`src/hdl/psrs_pkg.sv`:
```
// Shared constants, types and helpers of the per-thread shadow return stack.
`default_nettype none

package psrs_pkg;

   // Table geometry
   localparam int unsigned SLOTS       = 512;
   localparam int unsigned STACK_DEPTH = 16;
   localparam int unsigned PROBES      = 32;
   localparam int unsigned HASH_SHIFT  = 4;
   localparam int unsigned SP_OFFSET   = 8;

   localparam int unsigned SLOT_W  = $clog2(SLOTS);
   localparam int unsigned DEPTH_W = $clog2(STACK_DEPTH + 1);
   localparam int unsigned FRAME_W = $clog2(SLOTS * STACK_DEPTH);
   localparam int unsigned PROBE_W = $clog2(PROBES + 1);

   // Request kinds
   localparam logic FUNC_PUSH = 1'b0;
   localparam logic FUNC_POP  = 1'b1;

   typedef enum logic [1:0] {
      STATUS_OK          = 2'd0,
      STATUS_PUSH_LOST   = 2'd1,
      STATUS_POP_NO_SLOT = 2'd2,
      STATUS_POP_NO_FRAME = 2'd3
   } status_type;

   typedef struct packed {
      logic        func;
      logic [63:0] thread_id;
      logic [63:0] stack_pointer;
      logic [63:0] return_address;
      logic [31:0] hook_id;
      logic [63:0] timestamp;
   } req_type;

   typedef struct packed {
      logic [1:0]  status;
      logic [63:0] resume_address;
      logic [31:0] frame_hook;
      logic [63:0] elapsed_ticks;
      logic [63:0] lost_total;
   } rsp_type;

   typedef struct packed {
      logic [63:0]        owner;
      logic [DEPTH_W-1:0] depth;
   } slot_entry_type;

   typedef struct packed {
      logic [63:0] ret_addr;
      logic [63:0] sp;
      logic [31:0] hook;
      logic [63:0] stamp;
   } frame_entry_type;

   typedef struct packed {
      logic              rd_en;
      logic [SLOT_W-1:0] rd_addr;
      logic              wr_en;
      logic [SLOT_W-1:0] wr_addr;
      slot_entry_type    wr_data;
   } slot_port_type;

   typedef struct packed {
      logic               rd_en;
      logic [FRAME_W-1:0] rd_addr;
      logic               wr_en;
      logic [FRAME_W-1:0] wr_addr;
      frame_entry_type    wr_data;
   } frame_port_type;

   typedef enum logic [1:0] {
      SUB_OWNER,
      SUB_SP,
      SUB_STAMP,
      SUB_LOST
   } sub_op_type;

   typedef struct packed {
      logic [63:0] diff;
      logic        zero;
      logic        eight;
   } sub_res_type;

   typedef enum logic [3:0] {
      ST_CLEAR,
      ST_IDLE,
      ST_SLOT_RD,
      ST_SLOT_CMP,
      ST_PUSH_WR,
      ST_LOST,
      ST_FRAME_RD,
      ST_FRAME_CMP,
      ST_ELAPSED
   } state_type;

   // Flat frame index of a slot's stack entry
   function automatic logic [FRAME_W-1:0] frame_addr(input logic [SLOT_W-1:0]  slot,
                                                     input logic [DEPTH_W-1:0] depth);
      frame_addr = FRAME_W'(slot) * FRAME_W'(STACK_DEPTH) + FRAME_W'(depth);
   endfunction

endpackage

`default_nettype wire

```
`src/hdl/psrs_sub.sv`:
```
// Shared 64-bit subtractor with operand selection and result flags.
`default_nettype none

module psrs_sub (
   input  wire psrs_pkg::sub_op_type      op,
   input  wire psrs_pkg::req_type         req,
   input  wire logic [63:0]               lost,
   input  wire psrs_pkg::slot_entry_type  slot_rd,
   input  wire psrs_pkg::frame_entry_type frame_rd,
   output psrs_pkg::sub_res_type          res
);

   logic [63:0] opa;
   logic [63:0] opb;
   logic [63:0] diff;

   // Pick operands: owner check, frame match, elapsed time, lost increment
   always_comb begin
      case (op)
         psrs_pkg::SUB_OWNER: begin
            opa = req.thread_id;
            opb = slot_rd.owner;
         end
         psrs_pkg::SUB_SP: begin
            opa = req.stack_pointer;
            opb = frame_rd.sp;
         end
         psrs_pkg::SUB_STAMP: begin
            opa = req.timestamp;
            opb = frame_rd.stamp;
         end
         psrs_pkg::SUB_LOST: begin
            // subtracting all ones adds one
            opa = lost;
            opb = '1;
         end
         default: begin
            opa = '0;
            opb = '0;
         end
      endcase
   end

   // Subtract and flag equal or one frame slot apart
   assign diff      = opa - opb;
   assign res.diff  = diff;
   assign res.zero  = (diff == '0);
   assign res.eight = (diff == 64'(psrs_pkg::SP_OFFSET));

endmodule

`default_nettype wire

```
`src/hdl/psrs_seq.sv`:
```
// Sequencer: slot probing, frame search and updates around the shared subtractor.
`default_nettype none

module psrs_seq (
   input  wire logic                      clock,
   input  wire logic                      reset,
   input  wire logic                      start,
   input  wire psrs_pkg::req_type         req_data,
   output logic                           busy,
   output logic                           rsp_valid,
   output psrs_pkg::rsp_type              rsp_data,
   output psrs_pkg::slot_port_type        slot_port,
   input  wire psrs_pkg::slot_entry_type  slot_rd,
   output psrs_pkg::frame_port_type       frame_port,
   input  wire psrs_pkg::frame_entry_type frame_rd
);

   localparam logic [psrs_pkg::SLOT_W-1:0]  LAST_SLOT  = psrs_pkg::SLOT_W'(psrs_pkg::SLOTS - 1);
   localparam logic [psrs_pkg::PROBE_W-1:0] LAST_PROBE =
      psrs_pkg::PROBE_W'(psrs_pkg::PROBES - 1);
   localparam logic [psrs_pkg::DEPTH_W-1:0] FULL_DEPTH =
      psrs_pkg::DEPTH_W'(psrs_pkg::STACK_DEPTH);
   localparam logic [psrs_pkg::DEPTH_W-1:0] ONE_DEPTH = psrs_pkg::DEPTH_W'(1);

   psrs_pkg::state_type                 state_ff, state_in;
   psrs_pkg::req_type                   req_ff, req_in;
   psrs_pkg::rsp_type                   rsp_ff, rsp_in;
   logic                                rsp_valid_ff, rsp_valid_in;
   logic [63:0]                         lost_ff, lost_in;
   logic [psrs_pkg::SLOT_W-1:0]         clr_idx_ff, clr_idx_in;
   logic [psrs_pkg::SLOT_W-1:0]         slot_idx_ff, slot_idx_in;
   logic [psrs_pkg::PROBE_W-1:0]        probe_cnt_ff, probe_cnt_in;
   logic [psrs_pkg::DEPTH_W-1:0]        depth_ff, depth_in;

   psrs_pkg::sub_op_type                sub_op;
   psrs_pkg::sub_res_type               sub_res;

   logic                                is_push;
   logic                                owner_match;
   logic                                owner_free;
   logic                                slot_hit;
   logic [psrs_pkg::DEPTH_W-1:0]        eff_depth;
   logic [psrs_pkg::DEPTH_W-1:0]        depth_dn;
   logic [psrs_pkg::SLOT_W-1:0]         slot_nxt;
   logic                                start_zero_thread;

   psrs_sub u_sub (
      .op       (sub_op),
      .req      (req_ff),
      .lost     (lost_ff),
      .slot_rd  (slot_rd),
      .frame_rd (frame_rd),
      .res      (sub_res)
   );

   // Decode probe and search conditions
   assign is_push           = (req_ff.func == psrs_pkg::FUNC_PUSH);
   assign owner_match       = sub_res.zero;
   assign owner_free        = (slot_rd.owner == '0);
   assign slot_hit          = owner_match || (is_push && owner_free);
   assign eff_depth         = owner_match ? slot_rd.depth : '0;
   assign depth_dn          = depth_ff - ONE_DEPTH;
   assign slot_nxt          = (slot_idx_ff == LAST_SLOT) ? '0 : slot_idx_ff + 1'b1;
   assign start_zero_thread = (req_data.thread_id == '0);

   // Next state
   always_comb begin
      state_in = state_ff;
      case (state_ff)
         psrs_pkg::ST_CLEAR: begin
            if (clr_idx_ff == LAST_SLOT) state_in = psrs_pkg::ST_IDLE;
         end
         psrs_pkg::ST_IDLE: begin
            if (start) begin
               if (!start_zero_thread) begin
                  state_in = psrs_pkg::ST_SLOT_RD;
               end else if (req_data.func == psrs_pkg::FUNC_PUSH) begin
                  state_in = psrs_pkg::ST_LOST;
               end
            end
         end
         psrs_pkg::ST_SLOT_RD: begin
            state_in = psrs_pkg::ST_SLOT_CMP;
         end
         psrs_pkg::ST_SLOT_CMP: begin
            if (slot_hit) begin
               if (is_push) begin
                  state_in = (eff_depth >= FULL_DEPTH) ? psrs_pkg::ST_LOST
                                                       : psrs_pkg::ST_PUSH_WR;
               end else begin
                  state_in = (slot_rd.depth == '0) ? psrs_pkg::ST_IDLE
                                                   : psrs_pkg::ST_FRAME_RD;
               end
            end else if (probe_cnt_ff == LAST_PROBE) begin
               state_in = is_push ? psrs_pkg::ST_LOST : psrs_pkg::ST_IDLE;
            end else begin
               state_in = psrs_pkg::ST_SLOT_RD;
            end
         end
         psrs_pkg::ST_PUSH_WR: begin
            state_in = psrs_pkg::ST_IDLE;
         end
         psrs_pkg::ST_LOST: begin
            state_in = psrs_pkg::ST_IDLE;
         end
         psrs_pkg::ST_FRAME_RD: begin
            state_in = psrs_pkg::ST_FRAME_CMP;
         end
         psrs_pkg::ST_FRAME_CMP: begin
            if (sub_res.eight) begin
               state_in = psrs_pkg::ST_ELAPSED;
            end else if (depth_ff == ONE_DEPTH) begin
               state_in = psrs_pkg::ST_IDLE;
            end else begin
               state_in = psrs_pkg::ST_FRAME_RD;
            end
         end
         psrs_pkg::ST_ELAPSED: begin
            state_in = psrs_pkg::ST_IDLE;
         end
         default: begin
            state_in = psrs_pkg::ST_IDLE;
         end
      endcase
   end

   // Outputs, memory ports and datapath updates
   always_comb begin
      req_in       = req_ff;
      rsp_in       = rsp_ff;
      rsp_valid_in = 1'b0;
      lost_in      = lost_ff;
      clr_idx_in   = clr_idx_ff;
      slot_idx_in  = slot_idx_ff;
      probe_cnt_in = probe_cnt_ff;
      depth_in     = depth_ff;
      sub_op       = psrs_pkg::SUB_OWNER;
      slot_port    = '0;
      frame_port   = '0;
      case (state_ff)
         psrs_pkg::ST_CLEAR: begin
            // sweep the slot table back to free
            slot_port.wr_en   = 1'b1;
            slot_port.wr_addr = clr_idx_ff;
            clr_idx_in        = clr_idx_ff + 1'b1;
         end
         psrs_pkg::ST_IDLE: begin
            if (start) begin
               req_in       = req_data;
               slot_idx_in  = req_data.thread_id[psrs_pkg::HASH_SHIFT +: psrs_pkg::SLOT_W];
               probe_cnt_in = '0;
               // reserved thread pops fail at once
               if (start_zero_thread && req_data.func == psrs_pkg::FUNC_POP) begin
                  rsp_valid_in          = 1'b1;
                  rsp_in.status         = psrs_pkg::STATUS_POP_NO_SLOT;
                  rsp_in.resume_address = '0;
                  rsp_in.frame_hook     = '0;
                  rsp_in.elapsed_ticks  = '0;
                  rsp_in.lost_total     = lost_ff;
               end
            end
         end
         psrs_pkg::ST_SLOT_RD: begin
            slot_port.rd_en   = 1'b1;
            slot_port.rd_addr = slot_idx_ff;
         end
         psrs_pkg::ST_SLOT_CMP: begin
            sub_op = psrs_pkg::SUB_OWNER;
            if (slot_hit) begin
               depth_in = eff_depth;
               if (!is_push && slot_rd.depth == '0) begin
                  rsp_valid_in          = 1'b1;
                  rsp_in.status         = psrs_pkg::STATUS_POP_NO_FRAME;
                  rsp_in.resume_address = '0;
                  rsp_in.frame_hook     = '0;
                  rsp_in.elapsed_ticks  = '0;
                  rsp_in.lost_total     = lost_ff;
               end
            end else if (probe_cnt_ff == LAST_PROBE) begin
               if (!is_push) begin
                  rsp_valid_in          = 1'b1;
                  rsp_in.status         = psrs_pkg::STATUS_POP_NO_SLOT;
                  rsp_in.resume_address = '0;
                  rsp_in.frame_hook     = '0;
                  rsp_in.elapsed_ticks  = '0;
                  rsp_in.lost_total     = lost_ff;
               end
            end else begin
               // advance to the next probe, wrapping round the table
               probe_cnt_in = probe_cnt_ff + 1'b1;
               slot_idx_in  = slot_nxt;
            end
         end
         psrs_pkg::ST_PUSH_WR: begin
            slot_port.wr_en          = 1'b1;
            slot_port.wr_addr        = slot_idx_ff;
            slot_port.wr_data.owner  = req_ff.thread_id;
            slot_port.wr_data.depth  = depth_ff + ONE_DEPTH;
            frame_port.wr_en         = 1'b1;
            frame_port.wr_addr       = psrs_pkg::frame_addr(slot_idx_ff, depth_ff);
            frame_port.wr_data.ret_addr = req_ff.return_address;
            frame_port.wr_data.sp    = req_ff.stack_pointer;
            frame_port.wr_data.hook  = req_ff.hook_id;
            frame_port.wr_data.stamp = req_ff.timestamp;
            rsp_valid_in             = 1'b1;
            rsp_in.status            = psrs_pkg::STATUS_OK;
            rsp_in.resume_address    = '0;
            rsp_in.frame_hook        = '0;
            rsp_in.elapsed_ticks     = '0;
            rsp_in.lost_total        = lost_ff;
         end
         psrs_pkg::ST_LOST: begin
            // count the dropped push
            sub_op                = psrs_pkg::SUB_LOST;
            lost_in               = sub_res.diff;
            rsp_valid_in          = 1'b1;
            rsp_in.status         = psrs_pkg::STATUS_PUSH_LOST;
            rsp_in.resume_address = '0;
            rsp_in.frame_hook     = '0;
            rsp_in.elapsed_ticks  = '0;
            rsp_in.lost_total     = sub_res.diff;
         end
         psrs_pkg::ST_FRAME_RD: begin
            frame_port.rd_en   = 1'b1;
            frame_port.rd_addr = psrs_pkg::frame_addr(slot_idx_ff, depth_dn);
         end
         psrs_pkg::ST_FRAME_CMP: begin
            // search downwards for the caller's frame
            sub_op   = psrs_pkg::SUB_SP;
            depth_in = depth_dn;
            if (!sub_res.eight && depth_ff == ONE_DEPTH) begin
               rsp_valid_in          = 1'b1;
               rsp_in.status         = psrs_pkg::STATUS_POP_NO_FRAME;
               rsp_in.resume_address = '0;
               rsp_in.frame_hook     = '0;
               rsp_in.elapsed_ticks  = '0;
               rsp_in.lost_total     = lost_ff;
               depth_in              = depth_ff;
            end
         end
         psrs_pkg::ST_ELAPSED: begin
            // drop frames above the match, free the slot when empty
            sub_op                  = psrs_pkg::SUB_STAMP;
            slot_port.wr_en         = 1'b1;
            slot_port.wr_addr       = slot_idx_ff;
            slot_port.wr_data.owner = (depth_ff == '0) ? '0 : req_ff.thread_id;
            slot_port.wr_data.depth = depth_ff;
            rsp_valid_in            = 1'b1;
            rsp_in.status           = psrs_pkg::STATUS_OK;
            rsp_in.resume_address   = frame_rd.ret_addr;
            rsp_in.frame_hook       = frame_rd.hook;
            rsp_in.elapsed_ticks    = sub_res.diff;
            rsp_in.lost_total       = lost_ff;
         end
         default: begin
            rsp_valid_in = 1'b0;
         end
      endcase
   end

   // Registers
   always_ff @(posedge clock) begin
      if (reset) begin
         state_ff     <= psrs_pkg::ST_CLEAR;
         clr_idx_ff   <= '0;
         lost_ff      <= '0;
         rsp_valid_ff <= 1'b0;
      end else begin
         state_ff     <= state_in;
         clr_idx_ff   <= clr_idx_in;
         lost_ff      <= lost_in;
         rsp_valid_ff <= rsp_valid_in;
      end
      req_ff       <= req_in;
      rsp_ff       <= rsp_in;
      slot_idx_ff  <= slot_idx_in;
      probe_cnt_ff <= probe_cnt_in;
      depth_ff     <= depth_in;
   end

   assign busy      = (state_ff != psrs_pkg::ST_IDLE);
   assign rsp_valid = rsp_valid_ff;
   assign rsp_data  = rsp_ff;

endmodule

`default_nettype wire

```
`config.mk`:
```
export PLATFORM = sky130hd
export DESIGN_NAME = psrs_seq
export DESIGN_NICKNAME = d
export VERILOG_FILES = /design/src/hdl/psrs_pkg.sv /design/src/hdl/psrs_sub.sv /design/src/hdl/psrs_seq.sv
export SDC_FILE = /design/constraint.sdc
export NUM_CORES = 1
export LEC_CHECK = 0
export ABC_AREA = 1
export BUFFER_PORTS_ARGS = -buffer_cell sky130_fd_sc_hd__buf_2
export CAP_MARGIN = 20
export CORE_AREA = 5 5 448 450
export CTS_BUF_LIST = sky130_fd_sc_hd__clkbuf_8 sky130_fd_sc_hd__clkbuf_16
export CTS_CLUSTER_SIZE = 30
export DETAILED_ROUTE_END_ITERATION = 8
export DIE_AREA = 0 0 453 455
export GPL_ROUTABILITY_DRIVEN = 0
export MAX_ROUTING_LAYER = met4
export PLACE_DENSITY = 0.41
export SLEW_MARGIN = 5
export SYNTH_ARGS = -nofsm -noshare
export SYNTH_HDL_FRONTEND = slang
export SYNTH_SLANG_ARGS = --single-unit
```
`constraint.sdc`:
```
create_clock -name clock -period 21.3 [get_ports clock]
set_clock_uncertainty 0.1 [all_clocks]
set_input_delay 3.195 -clock clock [delete_from_list [all_inputs] [get_ports clock]]
set_output_delay 3.195 -clock clock [all_outputs]
set_load 0.05 [all_outputs]
```
==> metrics.md, run 1 <==
| Metric | Value |
|---|---|
| Via Count | `33100` |
| VDD IR-drop max | `between 0.05 and 0.06 mV` |
| Iteration-0 DRC Markers | `2652` |
| Final #Nets | `5989` |
| Pre-CTS worst setup slack | `roughly 12000 ps` |
| Drt total wl | `about 210000 um` |
| Reg2reg start | `state_ff[2]` |
| RSZ-0062 raised after global routing | `no` |
| Worst min-delay path class | `reg2reg` |
| Final ANT Viol Nets | `0` |
| Initial core utilization | `17.1%` |
| P per Cell Area | `approximately 66 mW/mm^2` |
| First-pass GRT wire length | `273000 um` |
| CP arrival | `9400 ps` |
| Yosys reg bits | `between 600 and 700` |
| Dominant cell type by area after synthesis | `edfxtp_1` |
| DIE AREA | `0.206 sq mm` |
| Overall routing resource usage | `19.8%` |
| Outcome | `finished, violations left` |
| Yosys Warn Count | `0` |
| Remaining DRCs | `3` |
| H-tree levels | `3` |
| Min cycle time layout | `approximately 9000 ps` |
| CP max FO | `80` |
| Hold_buf cts | `0` |
| DRT Pass-1 Iters | `9` |
| Hold Path Depth | `2` |
| Critical path data required time | `21540 ps` |
| Drt wl/cell | `about 26 um` |
| Fin Setup TNS | `0 ps` |
| Crit-path max cell delay | `870 ps` |
| Worst Setup Slack, final | `12130 ps` |
| Worst Hold Endpoint | `lost_ff[29]` |
| EDFF count, synth | `535` |
| Post-CTS Setup Inserts | `0` |
| Vias per inst | `~4` |
| Hold Violations, Final | `0` |
| Final setup vio count | `0` |
| Endpoint of the worst register-to-register path | `rsp_data[152]` |
| Vias in the first global route | `32800` |
| Max Root-Sink Buffers | `3` |
| Top_reg_cell synth | `edfxtp_1` |
| Clock Pin Slew Worst Setup and Hold Paths | `around 60 ps` |
| Fillcell total | `22200` |
| Setup crit start kind | `register` |
| Crit. End Element | `register` |
| Tightest Pin Transition | `approximately 1200 ps` |
| CP Class | `reg2reg` |
| Post-synthesis cell type count | `54` |
| Row cnt | `approximately 160` |
| Clk sinks | `roughly 610` |
| Syn Inst Count | `about 4200` |
| Share of post-route cells with drive strength above 1 | `a little over a quarter` |
| Final Max Tran Viols | `0` |
| Initial antenna violation count | `67` |
| CTS resizes | `0` |
| Syn_area_per_cell | `7.99 sq um` |
| Failing checks | `DRC` |
| CP max-delay cell | `buf_4` |
| Slew HR | `between 10% and 20%` |
| Reg2Reg Setup Slack | `12130 ps` |
| Maximum clock rate | `109 MHz` |
| Synthesized cell area | `0.0335 sq mm` |
| Total Power | `2970 uW` |
| Core area | `0.196 sq mm` |
| Hpwl dp | `173000 um` |
| R2R depth | `28` |
| Static Leak | `about 0.022 uW` |
| CTS root buffer | `clkbuf_16` |
| Hold_sp | `lost_ff[29]` |
| Global route overflow | `0` |
| Ranking of synthesized cells by area | `edfxtp_1, nand2_1, inv_1` |
| IO Pins | `between 1000 and 1500` |
| Die W | `453 um` |
| Clk Latency, worst-skew pair | `about 750 ps` |
| Largest net degree at the start of global routing | `138` |
| CTS tree | `done` |
| Max cap viols | `0` |
| Die H | `455 um` |
| Num CTS Buffers | `83` |
| FFs w/ async S/R, synth | `0%` |
| Tcrit/Tclk final | `43.0%` |
| Synth-to-Final Area Change | `35.4%` |
| Seq/Total Area, Yosys | `52.7%` |
| # port buffers | `~1200` |
| Cell mode on critical path | `nand2_1` |
| Share of the synthesized area in the top cell type | `48.0%` |
| Syn Nets | `4850` |
[layer usage]
metal	part of all wire (%)	GRT usage [%]	up-vias
met1	41	23.7	15800
met4	3.7	6.43	0
met3	7.5	5.08	280
met5	0	-	-
li1	-	-	15600
met2	48	32.5	1313
[sequential cells by signal (all words and copies together) (netlist names)]
signal,count
clr_idx_ff,9
rsp_valid,1
state_ff,4
req_ff,289
slot_idx_ff,9
depth_ff,5
rsp_data,226
lost_ff,64
probe_cnt_ff,6
[worst max-delay path: cells and delay by family (launching register included)]
kind / cells / cell delay, ps
flip-flops: 1 / 400
adder cells (fa/ha/maj): 1 / 340
buffers and inverters: 7 / 3280
AND/OR/NAND/NOR: 18 / 3790
AO/OA/AOI/OAI: 2 / 450
[cells in the final DEF (no fill, tap or decap), types with 4 or more instances in the layout]
cell / netlist / final
buf_2: 1 / 1152
nand2_1: 1121 / 1117
inv_1: 816 / 832
nor2_1: 611 / 610
edfxtp_1: 535 / 535
a21oi_1: 169 / 168
o21ai_0: 143 / 142
nand3_1: 131 / 131
clkbuf_16: 0 / 83
dfxtp_1: 78 / 78
ha_1: 75 / 75
diode_2: 0 / 41
nor4_1: 39 / 39
o22ai_1: 37 / 37
nand4_1: 37 / 37
buf_4: 1 / 36
nor3_1: 35 / 35
nor2_2: 28 / 28
nand3b_1: 26 / 26
o2111ai_1: 23 / 23
nand2_2: 19 / 21
a22o_1: 21 / 21
inv_2: 15 / 13
xnor2_1: 13 / 13
or2_2: 13 / 13
clkinv_1: 7 / 12
clkinv_2: 0 / 10
a221oi_1: 9 / 9
bufinv_16: 0 / 8
nand3_2: 8 / 7
clkinv_4: 0 / 7
xor2_1: 6 / 6
clkbuf_8: 0 / 6
inv_4: 0 / 5
nor2_4: 4 / 5
clkinvlp_4: 0 / 5
o21bai_1: 4 / 4
and2_1: 4 / 4
nor3b_1: 4 / 4
clkinv_16: 0 / 4
[cell type report]
| type | count | area (sq um) | area share [%] |
|---|---|---|---|
| clock buffers | 89 | 2160 | 4.76 |
| flip-flops and latches | 613 | 17600 | 38.9 |
| multi-input cells | 2603 | 12200 | 27.0 |
| inverters | 838 | 3170 | 6.99 |
| clock inverters | 66 | 686 | 1.51 |
| diodes | 41 | 103 | 0.226 |
| repair buffers | 1189 | 6060 | 13.4 |
| well taps | 2640 | 3300 | 7.29 |
[worst max-delay path by stage]
| stage | slack (ps) | endpoint | from |
|---|---|---|---|
| CTS | 11980 | rsp_data[152] | state_ff[0] |
| global route | 11650 | rsp_data[101] | state_ff[2] |
| detailed placement | 11660 | rsp_data[152] | frame_rd[32] |
| global placement | 11670 | rsp_data[152] | frame_rd[32] |
| floorplan | 5110 | req_ff[0] | start |
| finish | 12130 | rsp_data[152] | state_ff[2] |
[cells by family (layout without fill, tap and decap cells)]
family,count (synthesis),after routing,share of synthesized area [%]
compound gates,416,416,7.07
xor+xnor,21,21,0.594
fa+ha+maj,76,76,2.86
buf+inv,973,2182,10.9
flops,613,613,52.7
simple gates,2090,2090,25.9
other cells,0,41,0
[synthesized netlist by cell type, drive strengths merged (26+ instances only)]
| master | n |
|---|---|
| inv | 831 |
| nor4 | 39 |
| nand2 | 1141 |
| nor3 | 39 |
| clkbuf | 115 |
| nor2 | 643 |
| ha | 75 |
| nand3b | 26 |
| nand3 | 140 |
| o21ai | 144 |
| o22ai | 37 |
| a21oi | 169 |
| dfxtp | 78 |
| nand4 | 37 |
| edfxtp | 535 |
[through the flow]
step	hold slack, ps	instance area, sq um	std cells	utilization [%]
after CTS	390	45200	8038	23.1
final	388	45300	8079	23.1
after detailed placement	379	42400	7883	21.6
after floorplan	347	33500	4189	-
after global placement	373	42400	7882	21.6
after global routing	403	45300	8070	23.1
[where the power goes]
part	leakage [uW]	internal [uW]	switching, uW	total [uW]
combinational	0.0152	74.3	132	207
clock	0.00145	842	627	1470
sequential	0.00543	1300	0.342	1300
total	0.0221	2210	760	2970
No activity file was read; power rests on OpenSTA's default activity.
==> run 2, diff against run 1 <==
- clock period: 21.3 -> 8.9 ns (I/O delays scaled with it)
==> run 2 against run 1 <==
Via count up 1.9%. Combinational power up 140%. Maximum frequency up 19%. Cell count about the same. Largest cell class unchanged. Wire length up 2.3%. Cell area about the same. The flow now finishes without violations. Total power up 140%. Register-to-register slack worse by 11000 ps. Worst setup slack worse by 11000 ps. Critical path depth down 1. Sequential share of layout area about the same.
==> metrics.md, run 2 (synthesized netlist as in run 1, its figures left out) <==
| Metric | Value |
|---|---|
| H-tree levels | `3 (unchanged)` |
| VDD IR-drop max | `0.132 mV (+150%)` |
| Max Root-Sink Buffers | `3 (unchanged)` |
| Register with the highest flop count | `req_ff` |
| Via Count | `33700 (+1.9%)` |
| Clk Latency, worst-skew pair | `750 ps (about the same)` |
| CP Class | `reg2reg` |
| Overall routing resource usage | `20.3% (+0.49 points)` |
| Max cap viols | `0 (unchanged)` |
| Vias per inst | `4.17 (+1.8%)` |
| Hold Violations, Final | `0 (unchanged)` |
| Worst min-delay path class | `reg2reg` |
| Crit. End Element | `register` |
| Outcome | `finished, final reports clean` |
| First-pass GRT wire length | `280000 um (+2.6%)` |
| CTS resizes | `0 (unchanged)` |
| Drt wl/cell | `26.3 um (+2.3%)` |
| Commonest cells after routing, fill and taps aside | `buf_2, nand2_1, inv_1` |
| Clk sinks | `613 (unchanged)` |
| Cell mode on critical path | `nand2_1` |
| Crit-path max cell delay | `680 ps (-190 ps)` |
| Remaining DRCs | `0 (-3)` |
| IO Pins | `1154 (unchanged)` |
| CTS root buffer | `clkbuf_16` |
| Die W | `453 um (unchanged)` |
| Global route overflow | `0 (unchanged)` |
| Tightest Pin Transition | `1130 ps (-76.9 ps)` |
| Hpwl dp | `179000 um (+3.3%)` |
| Min cycle time layout | `7700 ps (-1470 ps)` |
| Post-CTS Setup Inserts | `0 (unchanged)` |
| CTS tree | `done` |
| Row cnt | `163 (unchanged)` |
| DRT Pass-1 Iters | `6 (-3)` |
| CP arrival | `7950 ps (-1450 ps)` |
| Num CTS Buffers | `81 (-2.4%)` |
| Die H | `455 um (unchanged)` |
| Share of post-route cells with drive strength above 1 | `26.3% (-0.055 points)` |
| Drt total wl | `213000 um (+2.3%)` |
| Initial antenna violation count | `80 (+19%)` |
| Multi-input logic area | `0.0122 sq mm (unchanged)` |
| Initial core utilization | `17.1% (unchanged)` |
| Fillcell total | `22200 (+0.23%)` |
| Slew HR | `24.1% (+5.2 points)` |
| WHS | `393 ps (+5.10 ps)` |
| # port buffers | `1153 (unchanged)` |
| Fin util | `23.1% (about the same)` |
| P per Cell Area | `156 mW/mm^2 (+140%)` |
| RSZ-0062 raised after global routing | `no` |
| Critical path data required time | `9150 ps (-12390 ps)` |
| Fin Setup TNS | `0 ps (unchanged)` |
| Max reg flops | `289 (unchanged)` |
| Tcrit/Tclk final | `86.5% (+43 points)` |
| Core area | `0.196 sq mm (unchanged)` |
| CP max-delay cell | `inv_4` |
| CP max FO | `70 (-13%)` |
| Hold_buf cts | `0 (unchanged)` |
| Vias in the first global route | `33600 (+2.3%)` |
| Final Max Tran Viols | `0 (unchanged)` |
| Final setup vio count | `0 (unchanged)` |
| Final #Nets | `5988 (-0.017%)` |
| Register area | `0.0176 sq mm (unchanged)` |
| Static Leak | `0.0220 uW (-0.22%)` |
| Iteration-0 DRC Markers | `2792 (+5.3%)` |
| Most common cell after layout, fill and taps aside | `buf_2` |
| Largest net degree at the start of global routing | `120 (-13%)` |
| DIE AREA | `0.206 sq mm (unchanged)` |
| Setup crit start kind | `register` |
| Synth-to-Final Area Change | `35.4% (about the same)` |
| Maximum clock rate | `130 MHz (+19%)` |
| Final ANT Viol Nets | `0 (unchanged)` |
| Clock Pin Slew Worst Setup and Hold Paths | `60 ps (about the same)` |
==> run 2: area by class of cell <==
class / instances / share of cell area, %
Antenna cell: 50 / 0.276
Clock buffer: 86 / 4.67
Clock inverter: 64 / 1.39
Inverter: 838 / 6.99
Multi-Input combinational cell: 2603 / 27.0
Sequential cell: 613 / 38.9
Tap cell: 2640 / 7.29
Timing Repair Buffer: 1190 / 13.5
==> run 2: where the power goes <==
| part | internal, uW | total [uW] | switching [uW] |
|---|---|---|---|
| combinational | 178 | 495 | 317 |
| clock | 1970 | 3450 | 1480 |
| sequential | 3100 | 3100 | 0.829 |
| total | 5250 | 7050 | 1790 |
==> run 2: path summary, 6_finish.rpt <==
check                            startpoint             to  slack, ps  cells after the start
worst max-delay path            state_ff[3]  rsp_data[160]       1200                     27
worst min-delay path             lost_ff[0]     lost_ff[0]        390                      2
worst max register to register  state_ff[3]  rsp_data[160]       1200                     27
worst min register to register   lost_ff[0]     lost_ff[0]        390                      2
==> run 2: through the flow <==
| stage | total power (uW) | area [sq um] | worst slack [ps] | instances |
|---|---|---|---|---|
| global route | 7310 | 45300 | 841 | 8074 |
| global placement | 3660 | 42400 | 1110 | 7881 |
| floorplan | 3380 | 33500 | 30.5 | 4189 |
| CTS | 7170 | 45200 | 1160 | 8033 |
| detailed placement | 3660 | 42400 | 1200 | 7883 |
| finish | 7050 | 45300 | 1200 | 8084 |
==> run 2: worst max-delay path, delay by kind of cell, from the launching register on <==
kind,cells,cell delay (ps)
and+or+nand+nor,17,3360
AOI/OAI and AO/OA,3,600
adders and majority gates,1,410
DFF,1,410
buffers and inverters,6,2220
==> run 2: routing by layer <==
layer | wire length, um | share of wire [%] | GRT usage (%) | vias up
li1 | - | - | - | 15600
met1 | 85700 | 40 | 23.8 | 16300
met2 | 101000 | 47 | 33.1 | 1470
met3 | 17100 | 8.0 | 5.62 | 303
met4 | 9390 | 4.4 | 7.74 | 0
met5 | 0 | 0 | - | -
